**config.mk**
```make
export PLATFORM = sky130hd
export DESIGN_NAME = pulse_angle_rpm_throttle_modulator
export DESIGN_NICKNAME = d
export VERILOG_FILES = /design/src/hw/rtl/pva_pkg.sv /design/src/hw/rtl/pva_div.sv /design/src/hw/rtl/pva_cos.sv /design/src/hw/rtl/pulse_angle_rpm_throttle_modulator.sv
export SDC_FILE = /design/constraint.sdc
export NUM_CORES = 2
export LEC_CHECK = 0
export ABC_CLOCK_PERIOD_IN_PS = 40900
export BUFFER_PORTS_ARGS = -buffer_cell sky130_fd_sc_hd__buf_4
export CAP_MARGIN = 30
export CORE_MARGIN = 5
export CORE_UTILIZATION = 70
export CTS_CLUSTER_DIAMETER = 80
export DETAILED_ROUTE_END_ITERATION = 16
export PLACE_DENSITY = 0.95
export SLEW_MARGIN = 20
export SYNTH_ARGS = -nofsm -noshare
export SYNTH_HDL_FRONTEND = slang
export SYNTH_SLANG_ARGS = --single-unit
```
**constraint.sdc**
```tcl
create_clock -name clk -period 40.9 [get_ports clk]
set_input_delay 2.045 -clock clk [delete_from_list [all_inputs] [get_ports clk]]
set_output_delay 2.045 -clock clk [all_outputs]
set_load 0.02 [all_outputs]
```
**src/hw/rtl/pva_pkg.sv**
```systemverilog
`timescale 1ns / 1ps
// ----------------------------------------------------------------------------
// pva_pkg - shared types and constants
// Register indexes, divider handshake structs and the cosine table builder.
// ----------------------------------------------------------------------------
package pva_pkg;

  localparam int unsigned CMD_FLOOR_DEF      = 48;
  localparam int unsigned CMD_CEIL_DEF       = 2047;
  localparam int unsigned COS_TABLE_BITS_DEF = 8;

  localparam int unsigned DIV_W  = 34;  // dividend / quotient width
  localparam int unsigned DVS_W  = 32;  // divisor width
  localparam int unsigned CNT_W  = 6;

  localparam logic [25:0] RPM_SCALE = 26'd60000000;
  localparam logic [25:0] RPM_SAT   = 26'd1000000;
  localparam longint      HALF_PI_Q30 = 64'sd1686629713;

  typedef enum logic [2:0] {
    REG_PULSE_MIN  = 3'd0,
    REG_PULSE_MAX  = 3'd1,
    REG_ZERO_BIAS  = 3'd2,
    REG_DC_THR     = 3'd3,
    REG_AC_AMP     = 3'd4,
    REG_PHASE_OFS  = 3'd5,
    REG_AC_LIMIT   = 3'd6,
    REG_THR_MAX    = 3'd7
  } reg_idx_t;

  typedef struct packed {
    logic                 start;
    logic [CNT_W-1:0]     n;
    logic [DVS_W-1:0]     rem_init;
    logic [DIV_W-1:0]     dividend;   // left aligned, MSB first
    logic [DVS_W-1:0]     divisor;
  } div_req_t;

  typedef struct packed {
    logic                 busy;
    logic                 done;
    logic [DIV_W-1:0]     quotient;
  } div_rsp_t;

  // Q15 cosine (0..32768) of quarter-turn table entry k, Taylor series in Q30
  function automatic logic [15:0] cos_entry(input int unsigned k, input int unsigned bits);
    longint one;
    longint r;
    longint x;
    longint x2;
    longint t;
    longint c;
    one = 64'sd1 <<< 30;
    r   = longint'(k) <<< (16 - bits);
    x   = (r * HALF_PI_Q30) / 16384;
    x2  = (x * x) >>> 30;
    t   = one - x2 / 90;
    t   = one - ((t * x2) >>> 30) / 56;
    t   = one - ((t * x2) >>> 30) / 30;
    t   = one - ((t * x2) >>> 30) / 12;
    t   = one - ((t * x2) >>> 30) / 2;
    if (t < 0) t = 0;
    c = (t + (64'sd1 <<< 14)) >>> 15;
    if (c > 32768) c = 32768;
    return c[15:0];
  endfunction

endpackage

```
**src/hw/rtl/pva_div.sv**
```systemverilog
`timescale 1ns / 1ps
// ----------------------------------------------------------------------------
// pva_div - shared restoring divider
// One quotient bit per cycle; step count and starting remainder per request.
// ----------------------------------------------------------------------------
module pva_div (
  input  logic               clk,
  input  logic               rst_n,
  input  pva_pkg::div_req_t  req,
  output pva_pkg::div_rsp_t  rsp
);

  logic                        busy_r, busy_nxt;
  logic                        done_r, done_nxt;
  logic [pva_pkg::CNT_W-1:0]   cnt_r, cnt_nxt;
  logic [pva_pkg::DVS_W-1:0]   rem_r, rem_nxt;
  logic [pva_pkg::DIV_W-1:0]   quo_r, quo_nxt;
  logic [pva_pkg::DVS_W-1:0]   dvs_r, dvs_nxt;
  logic [pva_pkg::DVS_W:0]     shifted;
  logic                        ge;

  // one restoring step
  always_comb begin
    shifted  = {rem_r, quo_r[pva_pkg::DIV_W-1]};
    ge       = (shifted >= {1'b0, dvs_r});
    busy_nxt = busy_r;
    done_nxt = 1'b0;
    cnt_nxt  = cnt_r;
    rem_nxt  = rem_r;
    quo_nxt  = quo_r;
    dvs_nxt  = dvs_r;
    if (req.start) begin
      busy_nxt = 1'b1;
      cnt_nxt  = req.n;
      rem_nxt  = req.rem_init;
      quo_nxt  = req.dividend;
      dvs_nxt  = req.divisor;
    end else if (busy_r) begin
      rem_nxt = ge ? pva_pkg::DVS_W'(shifted - {1'b0, dvs_r})
                   : shifted[pva_pkg::DVS_W-1:0];
      quo_nxt = {quo_r[pva_pkg::DIV_W-2:0], ge};
      cnt_nxt = cnt_r - 1'b1;
      if (cnt_r == pva_pkg::CNT_W'(1)) begin
        busy_nxt = 1'b0;
        done_nxt = 1'b1;
      end
    end
  end

  always_ff @(posedge clk) begin
    if (!rst_n) begin
      busy_r <= 1'b0;
      done_r <= 1'b0;
      cnt_r  <= '0;
    end else begin
      busy_r <= busy_nxt;
      done_r <= done_nxt;
      cnt_r  <= cnt_nxt;
    end
    rem_r <= rem_nxt;
    quo_r <= quo_nxt;
    dvs_r <= dvs_nxt;
  end

  assign rsp.busy     = busy_r;
  assign rsp.done     = done_r;
  assign rsp.quotient = quo_r;

endmodule

```
**src/hw/rtl/pva_cos.sv**
```systemverilog
`timescale 1ns / 1ps
// ----------------------------------------------------------------------------
// pva_cos - quantized cosine lookup
// Quarter-wave table with quadrant folding; Q15 result registered.
// ----------------------------------------------------------------------------
module pva_cos #(
  parameter int unsigned COS_TABLE_BITS = pva_pkg::COS_TABLE_BITS_DEF
) (
  input  logic               clk,
  input  logic [15:0]        theta,
  output logic signed [16:0] cos_q15
);

  localparam int unsigned SH = 16 - COS_TABLE_BITS;
  localparam int unsigned QN = 2 ** (COS_TABLE_BITS - 2);
  localparam int unsigned IW = COS_TABLE_BITS - 1;

  logic [15:0] lut [0:QN];

  // table entries are constants
  for (genvar g = 0; g <= QN; g++) begin : g_lut
    assign lut[g] = pva_pkg::cos_entry(g, COS_TABLE_BITS);
  end

  logic [1:0]         quad;
  logic [13:0]        r;
  logic [14:0]        arg;
  logic [IW-1:0]      idx;
  logic [15:0]        mag;
  logic signed [16:0] cos_nxt;

  // fold into the first quadrant
  always_comb begin
    quad    = theta[15:14];
    r       = {theta[13:SH], {SH{1'b0}}};
    arg     = quad[0] ? (15'd16384 - {1'b0, r}) : {1'b0, r};
    idx     = arg[14:SH];
    mag     = lut[idx];
    cos_nxt = (quad == 2'd1 || quad == 2'd2) ? -$signed({1'b0, mag}) : $signed({1'b0, mag});
  end

  always_ff @(posedge clk) begin
    cos_q15 <= cos_nxt;
  end

endmodule

```
**src/hw/rtl/pulse_angle_rpm_throttle_modulator.sv**
```systemverilog
`timescale 1ns / 1ps
// Each item passes through the sequencer states in turn; the shared divider
//   computes the angle fraction and the speed quotient when they need a division.
// Items are handled one at a time; in_tready is high only when idle.
// The result sits in an output register, so a new item may start while it waits;
//   the next result stalls in the final step until the waiting one transfers.
// Reset (rst_n low, synchronous): registers to defaults, history and filter zero.
// ----------------------------------------------------------------------------
// pulse_angle_rpm_throttle_modulator - rotor angle, speed and throttle
// Maps an encoder pulse to an angle, derives filtered rpm and a cosine
// modulated throttle using one shared divider under a small sequencer.
// ----------------------------------------------------------------------------
module pulse_angle_rpm_throttle_modulator #(
  parameter int unsigned CMD_FLOOR      = pva_pkg::CMD_FLOOR_DEF,
  parameter int unsigned CMD_CEIL       = pva_pkg::CMD_CEIL_DEF,
  parameter int unsigned COS_TABLE_BITS = pva_pkg::COS_TABLE_BITS_DEF
) (
  input  logic        clk,
  input  logic        rst_n,
  input  logic        in_tvalid,
  output logic        in_tready,
  input  logic [47:0] in_tdata,   // pulse_width_us[15:0], timestamp_us[47:16]
  output logic        out_tvalid,
  input  logic        out_tready,
  output logic [63:0] out_tdata,  // angle[15:0], rpm_smoothed[36:16],
                                  // throttle_out[47:37], ac_component[59:48]
  input  logic        cfg_we,
  input  logic [2:0]  cfg_addr,
  input  logic [15:0] cfg_wdata
);

  // ceil(2^34 / 5): exact divide by five for 32-bit magnitudes
  localparam logic [31:0] RECIP_5 = 32'hCCCC_CCCD;

  typedef enum logic [8:0] {
    S_IDLE  = 9'b000000001,
    S_PREP  = 9'b000000010,
    S_ADIV  = 9'b000000100,
    S_ANG   = 9'b000001000,
    S_MUL   = 9'b000010000,
    S_RDIV  = 9'b000100000,
    S_FDIFF = 9'b001000000,
    S_FDIV  = 9'b010000000,
    S_FIN   = 9'b100000000
  } state_t;

  state_t state_r, state_nxt;

  // configuration registers
  logic [15:0] pmin_r, pmax_r, zbias_r, phase_r;
  logic [10:0] dc_r, amp_r, alim_r, tmax_r;

  always_ff @(posedge clk) begin
    if (!rst_n) begin
      pmin_r  <= 16'd1000;
      pmax_r  <= 16'd2000;
      zbias_r <= '0;
      dc_r    <= '0;
      amp_r   <= '0;
      phase_r <= '0;
      alim_r  <= 11'd2047;
      tmax_r  <= 11'd2047;
    end else if (cfg_we) begin
      unique case (pva_pkg::reg_idx_t'(cfg_addr))
        pva_pkg::REG_PULSE_MIN: pmin_r  <= cfg_wdata;
        pva_pkg::REG_PULSE_MAX: pmax_r  <= cfg_wdata;
        pva_pkg::REG_ZERO_BIAS: zbias_r <= cfg_wdata;
        pva_pkg::REG_DC_THR:    dc_r    <= cfg_wdata[10:0];
        pva_pkg::REG_AC_AMP:    amp_r   <= cfg_wdata[10:0];
        pva_pkg::REG_PHASE_OFS: phase_r <= cfg_wdata;
        pva_pkg::REG_AC_LIMIT:  alim_r  <= cfg_wdata[10:0];
        pva_pkg::REG_THR_MAX:   tmax_r  <= cfg_wdata[10:0];
        default: ;
      endcase
    end
  end

  // datapath registers
  logic [15:0]        w_r, w_nxt;
  logic [31:0]        ts_r, ts_nxt;
  logic [16:0]        frac_r, frac_nxt;
  logic [15:0]        angle_r, angle_nxt;
  logic [15:0]        absd_r, absd_nxt;   // |d| - 1 never needed; 32768 fits
  logic               dneg_r, dneg_nxt;
  logic [31:0]        dt_r, dt_nxt;
  logic [25:0]        num_r, num_nxt;
  logic signed [20:0] rpm_r, rpm_nxt;
  logic               fneg_r, fneg_nxt;
  logic [31:0]        fabs_r, fabs_nxt;
  logic [15:0]        prev_angle_r, prev_angle_nxt;
  logic [31:0]        prev_time_r, prev_time_nxt;
  logic signed [31:0] acc_r, acc_nxt;
  logic               ovalid_r, ovalid_nxt;
  logic [63:0]        odata_r, odata_nxt;

  pva_pkg::div_req_t  div_req;
  pva_pkg::div_rsp_t  div_rsp;
  logic signed [16:0] cos_q15;

  pva_div u_div (
    .clk   (clk),
    .rst_n (rst_n),
    .req   (div_req),
    .rsp   (div_rsp)
  );

  pva_cos #(
    .COS_TABLE_BITS (COS_TABLE_BITS)
  ) u_cos (
    .clk     (clk),
    .theta   (angle_r - phase_r),
    .cos_q15 (cos_q15)
  );

  // combinational helpers
  logic signed [16:0] diff, range_s;
  logic [15:0]        range_u;
  logic signed [16:0] dd;
  logic [42:0]        prod_rpm;
  logic [25:0]        qsat;
  logic signed [33:0] fdiff;
  logic [63:0]        prod_f;
  logic signed [31:0] qsig;
  logic signed [11:0] margin;
  logic [10:0]        us;
  logic signed [28:0] prod_ac;
  logic signed [28:0] ac_adj;
  logic signed [29:0] sum;
  logic [14:0]        thr;
  logic signed [31:0] acc_adj;
  logic signed [23:0] rpm_sm;

  assign in_tready  = (state_r == S_IDLE);
  assign out_tvalid = ovalid_r;
  assign out_tdata  = odata_r;

  // sequencer and datapath
  always_comb begin
    state_nxt      = state_r;
    w_nxt          = w_r;
    ts_nxt         = ts_r;
    frac_nxt       = frac_r;
    angle_nxt      = angle_r;
    absd_nxt       = absd_r;
    dneg_nxt       = dneg_r;
    dt_nxt         = dt_r;
    num_nxt        = num_r;
    rpm_nxt        = rpm_r;
    fneg_nxt       = fneg_r;
    fabs_nxt       = fabs_r;
    prev_angle_nxt = prev_angle_r;
    prev_time_nxt  = prev_time_r;
    acc_nxt        = acc_r;
    ovalid_nxt     = ovalid_r;
    odata_nxt      = odata_r;
    div_req        = '0;

    diff    = $signed({1'b0, w_r}) - $signed({1'b0, pmin_r});
    range_s = $signed({1'b0, pmax_r}) - $signed({1'b0, pmin_r});
    range_u = range_s[16] ? 16'(-range_s) : range_s[15:0];
    dd      = $signed({1'b0, 16'(frac_r[15:0] - zbias_r)}) - $signed({1'b0, prev_angle_r});
    prod_rpm = {1'b0, absd_r} * {17'b0, pva_pkg::RPM_SCALE};
    qsat    = (div_rsp.quotient[25:0] > pva_pkg::RPM_SAT) ? pva_pkg::RPM_SAT
                                                          : div_rsp.quotient[25:0];
    fdiff   = ($signed({{13{rpm_r[20]}}, rpm_r}) <<< 8) - $signed({{2{acc_r[31]}}, acc_r});
    // filter step magnitude divided by five
    prod_f  = {32'b0, fabs_r} * {32'b0, RECIP_5};
    qsig    = fneg_r ? -$signed({2'b0, prod_f[63:34]}) : $signed({2'b0, prod_f[63:34]});

    // amplitude limits and throttle
    margin = $signed({1'b0, tmax_r}) - $signed({1'b0, dc_r});
    us = (amp_r > dc_r) ? dc_r : amp_r;
    if (margin < 0) us = '0;
    else if ({1'b0, us} > margin[10:0] && !margin[11]) us = margin[10:0];
    if (us > alim_r) us = alim_r;
    prod_ac = $signed({1'b0, us}) * cos_q15;
    ac_adj  = prod_ac[28] ? (prod_ac + 29'sd32767) : prod_ac;
    sum     = $signed({1'b0, dc_r, 15'b0}) + $signed({prod_ac[28], prod_ac});
    thr     = sum[29] ? 15'd0 : sum[29:15];
    if (thr < 15'(CMD_FLOOR)) thr = 15'(CMD_FLOOR);
    if (thr > 15'(CMD_CEIL))  thr = 15'(CMD_CEIL);
    acc_adj = acc_r[31] ? (acc_r + 32'sd255) : acc_r;
    rpm_sm  = acc_adj[31:8];

    if (ovalid_r && out_tready) ovalid_nxt = 1'b0;

    unique case (state_r)
      S_IDLE: begin
        if (in_tvalid) begin
          w_nxt     = in_tdata[15:0];
          ts_nxt    = in_tdata[47:16];
          state_nxt = S_PREP;
        end
      end
      S_PREP: begin
        priority if (range_u == 16'd0) begin
          frac_nxt  = (diff > 0) ? 17'd65536 : 17'd0;
          state_nxt = S_ANG;
        end else if (diff <= 0) begin
          frac_nxt  = '0;
          state_nxt = S_ANG;
        end else if (diff[15:0] >= range_u) begin
          frac_nxt  = 17'd65536;
          state_nxt = S_ANG;
        end else begin
          div_req.start    = 1'b1;
          div_req.n        = pva_pkg::CNT_W'(16);
          div_req.rem_init = {16'b0, diff[15:0]};
          div_req.dividend = '0;
          div_req.divisor  = {16'b0, range_u};
          state_nxt        = S_ADIV;
        end
      end
      S_ADIV: begin
        if (div_rsp.done) begin
          frac_nxt  = {1'b0, div_rsp.quotient[15:0]};
          state_nxt = S_ANG;
        end
      end
      S_ANG: begin
        angle_nxt = frac_r[15:0] - zbias_r;
        if (dd > 17'sd32768 || dd < -17'sd32768) begin
          // wrap around half a turn
          dneg_nxt = !dd[16];
          absd_nxt = 16'd0 - (dd[16] ? 16'(-dd) : dd[15:0]);
        end else begin
          dneg_nxt = dd[16];
          absd_nxt = dd[16] ? 16'(-dd) : dd[15:0];
        end
        dt_nxt         = ts_r - prev_time_r;
        prev_angle_nxt = angle_nxt;
        prev_time_nxt  = ts_r;
        state_nxt      = S_MUL;
      end
      S_MUL: begin
        num_nxt = prod_rpm[41:16];
        if (dt_r < 32'd2) begin
          rpm_nxt   = '0;
          state_nxt = S_FDIFF;
        end else begin
          state_nxt = S_RDIV;
        end
      end
      S_RDIV: begin
        if (!div_rsp.busy && !div_rsp.done) begin
          div_req.start    = 1'b1;
          div_req.n        = pva_pkg::CNT_W'(26);
          div_req.rem_init = '0;
          div_req.dividend = {num_r, 8'b0};
          div_req.divisor  = dt_r;
        end
        if (div_rsp.done) begin
          rpm_nxt   = dneg_r ? -$signed({1'b0, qsat[19:0]}) : $signed({1'b0, qsat[19:0]});
          state_nxt = S_FDIFF;
        end
      end
      S_FDIFF: begin
        fneg_nxt  = fdiff[33];
        fabs_nxt  = fdiff[33] ? 32'(-fdiff) : fdiff[31:0];
        state_nxt = S_FDIV;
      end
      S_FDIV: begin
        acc_nxt   = acc_r + qsig;
        state_nxt = S_FIN;
      end
      S_FIN: begin
        if (!ovalid_r || out_tready) begin
          ovalid_nxt = 1'b1;
          odata_nxt  = {4'b0, ac_adj[26:15], thr[10:0], rpm_sm[20:0], angle_r};
          state_nxt  = S_IDLE;
        end
      end
      default: state_nxt = S_IDLE;
    endcase
  end

  always_ff @(posedge clk) begin
    if (!rst_n) begin
      state_r      <= S_IDLE;
      prev_angle_r <= '0;
      prev_time_r  <= '0;
      acc_r        <= '0;
      ovalid_r     <= 1'b0;
    end else begin
      state_r      <= state_nxt;
      prev_angle_r <= prev_angle_nxt;
      prev_time_r  <= prev_time_nxt;
      acc_r        <= acc_nxt;
      ovalid_r     <= ovalid_nxt;
    end
    w_r     <= w_nxt;
    ts_r    <= ts_nxt;
    frac_r  <= frac_nxt;
    angle_r <= angle_nxt;
    absd_r  <= absd_nxt;
    dneg_r  <= dneg_nxt;
    dt_r    <= dt_nxt;
    num_r   <= num_nxt;
    rpm_r   <= rpm_nxt;
    fneg_r  <= fneg_nxt;
    fabs_r  <= fabs_nxt;
    odata_r <= odata_nxt;
  end

  // divider is only started when free
  a_div_start_free: assert property (@(posedge clk) disable iff (!rst_n)
    div_req.start |-> !div_rsp.busy)
    else $error("divider started while busy");

  // a result appears only from the final step
  a_out_from_fin: assert property (@(posedge clk) disable iff (!rst_n)
    $rose(ovalid_r) |-> $past(state_r == S_FIN))
    else $error("result raised outside final step");

  // filtered speed stays inside saturation
  a_rpm_range: assert property (@(posedge clk) disable iff (!rst_n)
    ovalid_r |-> ($signed(odata_r[36:16]) <= 21'sd1000000 &&
                  $signed(odata_r[36:16]) >= -21'sd1000000))
    else $error("rpm out of range");

  // a waiting result holds still until its transfer
  a_out_stable: assert property (@(posedge clk) disable iff (!rst_n)
    (ovalid_r && !out_tready) |=> (ovalid_r && $stable(odata_r)))
    else $error("waiting result changed");

endmodule

```
; Word-level counts from Yosys, hierarchy flattened
; Memory sizes are Yosys's and may differ from the RTL's.
; Index checks and enable logic that the tools add are counted.
[word_totals]
ff_bits = 590
rom_bits = 2048
input_bits = 72
output_inout_bits = 66
word_cells = 188
memories = 1
[mem_list]
columns = name, words, width, read_ports, rd_ports_with_merged_regs, wr, line
row1 = (no name shown), 128, 16, 1, 0, 0, pva_cos.sv:38  ; mag = lut[idx];
[classes]
n_addsub = 22
mul = 3
magnitude_cmp = 14
n_eq_ne = 25
n_mux = 56
bitwise_logic = 3
n_reduce_logical = 30
[ops]
columns = operator, n
row1 = 2-to-1 mux 105 bit, 4
row2 = one-hot mux 105 bit (2 select lines), 1
row3 = 2-to-1 mux 16 bit, 10
row4 = 2-to-1 mux 32 bit, 5
row5 = one-hot mux 9 bit (9 select lines), 1
row6 = 2-to-1 mux 34 bit, 2
row7 = "multiplier 32 x 32 -> 64 bit, second input constant", 1
row8 = subtractor 32 bit, 2
row9 = 2-to-1 mux 21 bit, 3
row10 = subtractor 16 x 16 -> 17 bit, 3
row11 = 2-to-1 mux 11 bit, 4
row12 = one-hot mux 21 bit (2 select lines), 1
row13 = 2-to-1 mux 9 bit, 4
row14 = "multiplier 16 x 18 -> 34 bit, second input constant", 1
row15 = greater-or-equal comparator 33 x 32 -> 1 bit, 1
row16 = > comparator 11 bit, 3
row17 = subtractor 29 x 32 -> 33 bit, 1
row18 = adder 32 bit, 1
row19 = "< comparator 32 x 2 -> 1 bit, second input constant", 1
row20 = negation 16 bit, 2
row21 = negation 30 -> 32 bit, 1
row22 = negation 32 bit, 1
row23 = one-hot mux 16 bit (2 select lines), 1
row24 = subtractor 16 bit, 2
row25 = 58 further kinds, 97

; Logic depth before layout (Yosys ltp)
[depth]
depth_word = 14
ltp_mapped = 72
depth_no_buf = 68

; Cells and area by module
; Synthesis repeated with hierarchy kept, for this count alone.
[hier_totals]
cells_unflattened = 7368
hier_area_um2 = 68165.4
[modules_own_cells]
columns = mod, instances, cells_each, area_each_um2, seq_area_each_um2
row1 = pulse_angle_rpm_throttle_modulator, 1, 6395, 58947.8, 12041.5
row2 = pva_div, 1, 588, 6291.0, 3103.0
row3 = pva_cos, 1, 385, 2926.6, 340.3

; Least setup slack after synthesis
; Ideal clock, no wire load.
[synth_path]
path_type = register to register
start = register dc_r[1]
end = register odata_r[41], in the netlist out_tdata[41], data pin
setup_ns = 0.254
t_arrival_ns = 13.704
required_ns = 40.646
slack_ns = 26.942
stages_incl_launch_ff = 67
n_path_buf = 4
period_less_slack_ns = 13.958
path_cell_list = dfxtp_1 -> inv_1 -> ha_1 -> nor2b_1 -> o21a_1 -> o21a_1 -> o21a_1 -> o21a_1 -> o2111ai_1 -> a31oi_1 -> and2_1 -> clkbuf_1 -> mux2_2 -> ha_1 -> nor2b_1 -> o21a_1 -> o21a_1 -> o21ai_0 -> [31 not listed] -> a21o_1 -> a21oi_1 -> xor2_1 -> inv_1 -> ha_1 -> a21oi_1 -> o21bai_1 -> a21oi_1 -> o21bai_1 -> a21oi_1 -> o21bai_1 -> a21o_1 -> a21oi_1 -> nor3_1 -> o21a_1 -> a31oi_1 -> nand2b_1 -> a21o_1
[synth_between]
elab_chain_cells = 14
word_cells_on_any_way = 17
cone_classes = add/sub: 2 / mul: 1 / order compare: 6 / mux: 6 / reduce/logical: 2
[synth_rtl]
columns = element, line
row1 = start: declaration, pulse_angle_rpm_throttle_modulator.sv:51  ; logic [10:0] dc_r, amp_r, alim_r, tmax_r;
row2 = start signal: assignment, pulse_angle_rpm_throttle_modulator.sv:68  ; pva_pkg::REG_DC_THR: dc_r <= cfg_wdata[10:0];
row3 = > comparator 11 bit, pulse_angle_rpm_throttle_modulator.sv:172  ; us = (amp_r > dc_r) ? dc_r : amp_r;
row4 = 2-to-1 mux 11 bit, pulse_angle_rpm_throttle_modulator.sv:172
row5 = > comparator 11 bit, pulse_angle_rpm_throttle_modulator.sv:174  ; else if ({1'b0, us} > margin[10:0] && !margin[11]) us = margin[10:0];
row6 = logical AND 1 bit, pulse_angle_rpm_throttle_modulator.sv:174
row7 = 2-to-1 mux 11 bit, pulse_angle_rpm_throttle_modulator.sv:174
row8 = 2-to-1 mux 11 bit, pulse_angle_rpm_throttle_modulator.sv:173  ; if (margin < 0) us = '0;
row9 = > comparator 11 bit, pulse_angle_rpm_throttle_modulator.sv:175  ; if (us > alim_r) us = alim_r;
row10 = 2-to-1 mux 11 bit, pulse_angle_rpm_throttle_modulator.sv:175
row11 = multiplier 12 x 17 -> 29 bit, pulse_angle_rpm_throttle_modulator.sv:176  ; prod_ac = $signed({1'b0, us}) * cos_q15;
row12 = adder 27 x 29 -> 30 bit (*), pulse_angle_rpm_throttle_modulator.sv:178  ; sum = $signed({1'b0, dc_r, 15'b0}) + $signed({prod_ac[28], prod_ac});
row13 = 2-to-1 mux 14 bit (*), pulse_angle_rpm_throttle_modulator.sv:179  ; thr = sum[29] ? 15'd0 : sum[29:15];
row14 = < comparator 14 x 6 -> 1 bit, pulse_angle_rpm_throttle_modulator.sv:180  ; if (thr < 15'(CMD_FLOOR)) thr = 15'(CMD_FLOOR);
row15 = 2-to-1 mux 14 bit (*), pulse_angle_rpm_throttle_modulator.sv:180
row16 = > comparator 15 x 11 -> 1 bit, pulse_angle_rpm_throttle_modulator.sv:181  ; if (thr > 15'(CMD_CEIL)) thr = 15'(CMD_CEIL);
row17 = end signal: assignment, pulse_angle_rpm_throttle_modulator.sv:302  ; odata_r <= odata_nxt;
row18 = end: declaration, pulse_angle_rpm_throttle_modulator.sv:94  ; logic [63:0] odata_r, odata_nxt;
; Mark *: on every way between the ends. The rest lies on a longest branch, timed or not.
; A chain may end at the register's enable or synchronous reset.

; Final worst setup path
; Ends and elaborated chain as after synthesis.

==> results by group <==
Critical path
  • Family with the most delay on the worst path: compound AO/OA/AOI/OAI gates
  • Slowest CP cell: a21oi_1
  • Worst R2R End: out_tdata[41]$_SDFFCE_PN1P_
  • Critical path launch point type: register
  • Crit Path Class: reg2reg
  • Setup crit end kind: register
  • Crit-path most repeated cell: o21a_1
  • Worst reg2reg path depth: between 60 and 70
  • Crit path DAT: 16.26 ns
  • CP Buf/Inv Count: 7
  • Maximum fanout along the worst path: 17
  • Slowest stage delay, CP: between 0.6 and 0.7 ns
  • R2R setup slack: ~25 ns
  • Worst EP required: 41.30 ns
  • R2r startpoint: dc_r[1]$_SDFFE_PN0P_

Route
  • DR DRC count: 0
  • DRT Pass-1 Iters: 10
  • Initial DRC Count: between 6000 and 7000
  • Via/cell ratio: 6.54
  • Routed Wire Length: between 200 and 250 mm
  • Vias: roughly 56000
  • WL/cell: 23.3 um
  • Remaining antenna violation count: 0

Power
  • Static Leak: ~33 nW
  • Worst vdd ir: 0.0611 mV
  • Clock share of power: between 30% and 40%
  • Cell Int Power: approximately 0.0014 W
  • Pwr/cell area: about 30 nW/um^2
  • Combinational cell fraction of total power: between 30% and 40%
  • Switch share: between 30% and 40%
  • Switch Pwr: between 0.0007 and 0.0008 W
  • Sequential share of power: a little over a third

STA
  • Final setup viols: 0
  • RSZ-0062 raised after global routing: no
  • Period utilization: between 30 and 40%
  • PnR worst setup slack: roughly 25 ns
  • Setup_tns: 0 ns
  • Slew Limit Fails: 0
  • Final Skew: between 0.05 and 0.06 ns
  • Relative slew slack: 29.5%
  • Fin. Hold Viols: 0
  • Fmax: about 0.063 GHz
  • Worst-Margin Slew: 1.06 ns
  • Hold slack final: 0.452 ns
  • Min Tclk post-route: about 16 ns

Logic synthesis
  • Synth Area in Compound Gates: about an eighth
  • Ys Warns: 0
  • Largest family of logic cells by synthesized area: adder cells
  • Xor/xnor cell area share of the yosys netlist: 5.50%
  • Number of synthesized flops with an enable pin: between 300 and 400
  • Ys async rst share: 0%
  • Unique masters post-synth: 109
  • FF+latch count, synth: 590
  • Post-synth top flop: edfxtp_1
  • Post-synthesis simple-gate area fraction: a little over an eighth
  • Area share of fa/ha/maj cells after synthesis: a little over a third
  • Avg Cell Area, Syn: between 9 and 10 sq um
  • Sequential share of the synthesized area: between 20% and 30%
  • Synthesized area: ~67000 sq um
  • Post-synthesis instance total: 7240
  • Post-synthesis mux area share: roughly 1.2%

Floorplan
  • Core box area: roughly 95000 sq um
  • Die area: roughly 100000 sq um
  • Row cnt: about 110
  • Starting density of the core: a little over two thirds
  • Die height: ~320 um
  • Top Ports: approximately 140
  • Die width: between 300 and 400 um

GRT
  • First-pass GRT wire length: between 300 and 400 mm
  • Total track usage: about two fifths
  • Largest net degree at the start of global routing: 96
  • Initial antenna violation count: 10
  • Vias in the first global route: just under 60000
  • Remaining global-route overflow: 0

Place
  • Port Buffers: approximately 130
  • DPL Wire Length: between 150 and 200 mm
  • Routability cong.: 1.01
  • Pre-CTS setup slack: roughly 25 ns
  • Cell Area, Placed: ~69000 sq um
  • Dpl cells: roughly 8500

Clock tree
  • CTS Hold Bufs: 0
  • Bufs on Longest Clock Path: 3
  • Clock slew at reported path FFs: 0.06 ns
  • CTS HTree Levels: 3
  • Clk_lat worst skew: about 0.66 ns
  • Setup repair bufs after CTS: 0
  • Root Buffer: clkbuf_16
  • Sink Count: just under 600
  • CTS tree: yes
  • CTS resizes: 0
  • Num CTS Buffers: 66

Final layout
  • Commonest non-fill, non-tap cell in the layout: inv_1
  • Final std cells w/o fill: between 8000 and 9000
  • Area of the multi-input gates: 46100 sq um
  • Share of layout cells above drive strength 1: 5.79%
  • Filler cells: between 5000 and 6000
  • Area grow syn2layout: 7.02%
  • Post-route cell area: between 70000 and 80000 sq um
  • Most frequent cells in the layout: 1241 x inv_1, 827 x ha_1, 723 x nand2_1
  • Final #Nets: 8881
  • Register Area: 15500 sq um

Min path
  • Worst hold endpoint: prev_time_r[21]$_SDFFE_PN0P_
  • Min-Delay Startpoint: prev_time_r[21]$_SDFFE_PN0P_
  • Hold depth: 2
  • Worst Hold Class: reg2reg

Flow run
  • MaxCap Viol Count: 0

Outcome
  • Outcome: finished, final reports clean
-- stage by stage --
step	util [%]	total power [W]
floorplan	-	0.00126
finish	75.5	0.00211
global placement	72.8	0.00141
CTS	75.4	0.00209
detailed placement	72.9	0.00144
global route	75.5	0.00221
-- sequential cells by signal, indices dropped and copies added (netlist names), 17 cells and up --
name and flops:
u_div.quo_r 34, acc_r 32, out_tdata 60, fabs_r 32
rpm_r 21, u_div.rem_r 32, num_r 26, u_cos.cos_q15 17
dt_r 32, prev_time_r 32, ts_r 32, u_div.dvs_r 32
-- final cells by class --
cell class                      count  share of cell area (%)
Antenna cell                        3                  0.0105
Clock buffer                       88                    2.66
Clock inverter                     34                   0.602
Inverter                         1245                    6.52
Multi-Input combinational cell   5213                    64.3
Sequential cell                   590                    21.6
Tap cell                         1265                    2.21
Timing Repair Buffer              190                    2.09
-- worst max-delay path by stage --
| stage | from | to | slack (ns) | depth (start not counted) |
|---|---|---|---|---|
| 2_1_floorplan | dc_r[1]$_SDFFE_PN0P_ | out_tdata[41]$_SDFFCE_PN1P_ | 26.94 | 66 |
| 3_3_place_gp | dc_r[1]$_SDFFE_PN0P_ | out_tdata[42]$_SDFFCE_PN1P_ | 25.82 | 66 |
| 3_5_place_dp | dc_r[1]$_SDFFE_PN0P_ | out_tdata[41]$_SDFFCE_PN1P_ | 25.28 | 65 |
| 4_1_cts | dc_r[1]$_SDFFE_PN0P_ | out_tdata[41]$_SDFFCE_PN1P_ | 25.20 | 65 |
| 5_1_grt | dc_r[1]$_SDFFE_PN0P_ | out_tdata[42]$_SDFFCE_PN1P_ | 24.12 | 65 |
| 6_report | dc_r[1]$_SDFFE_PN0P_ | out_tdata[41]$_SDFFCE_PN1P_ | 25.04 | 65 |
-- worst min-delay path, stage by stage (launching register included) --
cell,delay (ns)
dfxtp_1,0.31
nand2_1,0.05
a21oi_1,0.05
-- cells by family after synthesis --
family | count (synthesis)
AO/OA/AOI/OAI | 1309
XOR/XNOR | 420
adder cells (fa/ha/maj) | 1503
other | 1
AND/OR/NAND/NOR | 1900
flip-flops | 590
buffers and inverters | 1440
multiplexers | 77
-- routing by layer --
metal  vias up  global-route usage [%]  part of all wire (%)
met4        14                    21.3                   7.1
met1     26700                    48.1                    35
met2      4171                    62.1                    45
met3      1138                    10.1                    12
li1      24400                       -                     -
met5         -                       0                 0.046
-- Yosys cell counts, types with 14 or more instances --
cell | instances | area share [%]
nor4_1 | 37 | 0.35
xnor2_1 | 297 | 3.9
dfxtp_1 | 223 | 6.7
ha_1 | 827 | 15
nor3b_1 | 16 | 0.18
inv_1 | 1241 | 7.0
buf_2 | 15 | 0.11
nand3_1 | 139 | 1.0
xor2_1 | 122 | 1.6
o21a_1 | 51 | 0.57
and2_1 | 85 | 0.79
nand4_1 | 45 | 0.42
edfxtp_1 | 367 | 16
o211ai_1 | 39 | 0.44
clkbuf_1 | 144 | 0.81
o31ai_1 | 37 | 0.41
a31oi_1 | 43 | 0.40
fa_1 | 676 | 20
nor2b_1 | 113 | 1.1
a211oi_1 | 54 | 0.61
nand2_1 | 723 | 4.1
mux2i_1 | 45 | 0.67
a21oi_1 | 438 | 3.3
a211o_1 | 21 | 0.27
or2_2 | 29 | 0.27
mux2_2 | 32 | 0.54
o21ai_0 | 219 | 1.6
and3_1 | 40 | 0.37
a2111oi_0 | 16 | 0.21
or3_1 | 49 | 0.46
a221oi_1 | 17 | 0.22
nand2b_1 | 65 | 0.61
o21bai_1 | 44 | 0.49
or4_1 | 19 | 0.21
o21ai_1 | 14 | 0.10
a21o_1 | 117 | 1.3
nor3_1 | 133 | 0.99
a21boi_0 | 22 | 0.25
nor2_1 | 340 | 1.9
-- power groups by stage --
stage | Combinational [W] | Sequential (W) | Clock, W
after floorplan | 0.000538 | 0.000720 | 0
after global placement | 0.000660 | 0.000746 | 0
after detailed placement | 0.000696 | 0.000748 | 0
after CTS | 0.000717 | 0.000736 | 0.000638
after global routing | 0.000804 | 0.000740 | 0.000664
final | 0.000737 | 0.000740 | 0.000637
Note: power is estimated with default switching activity, not from simulation.
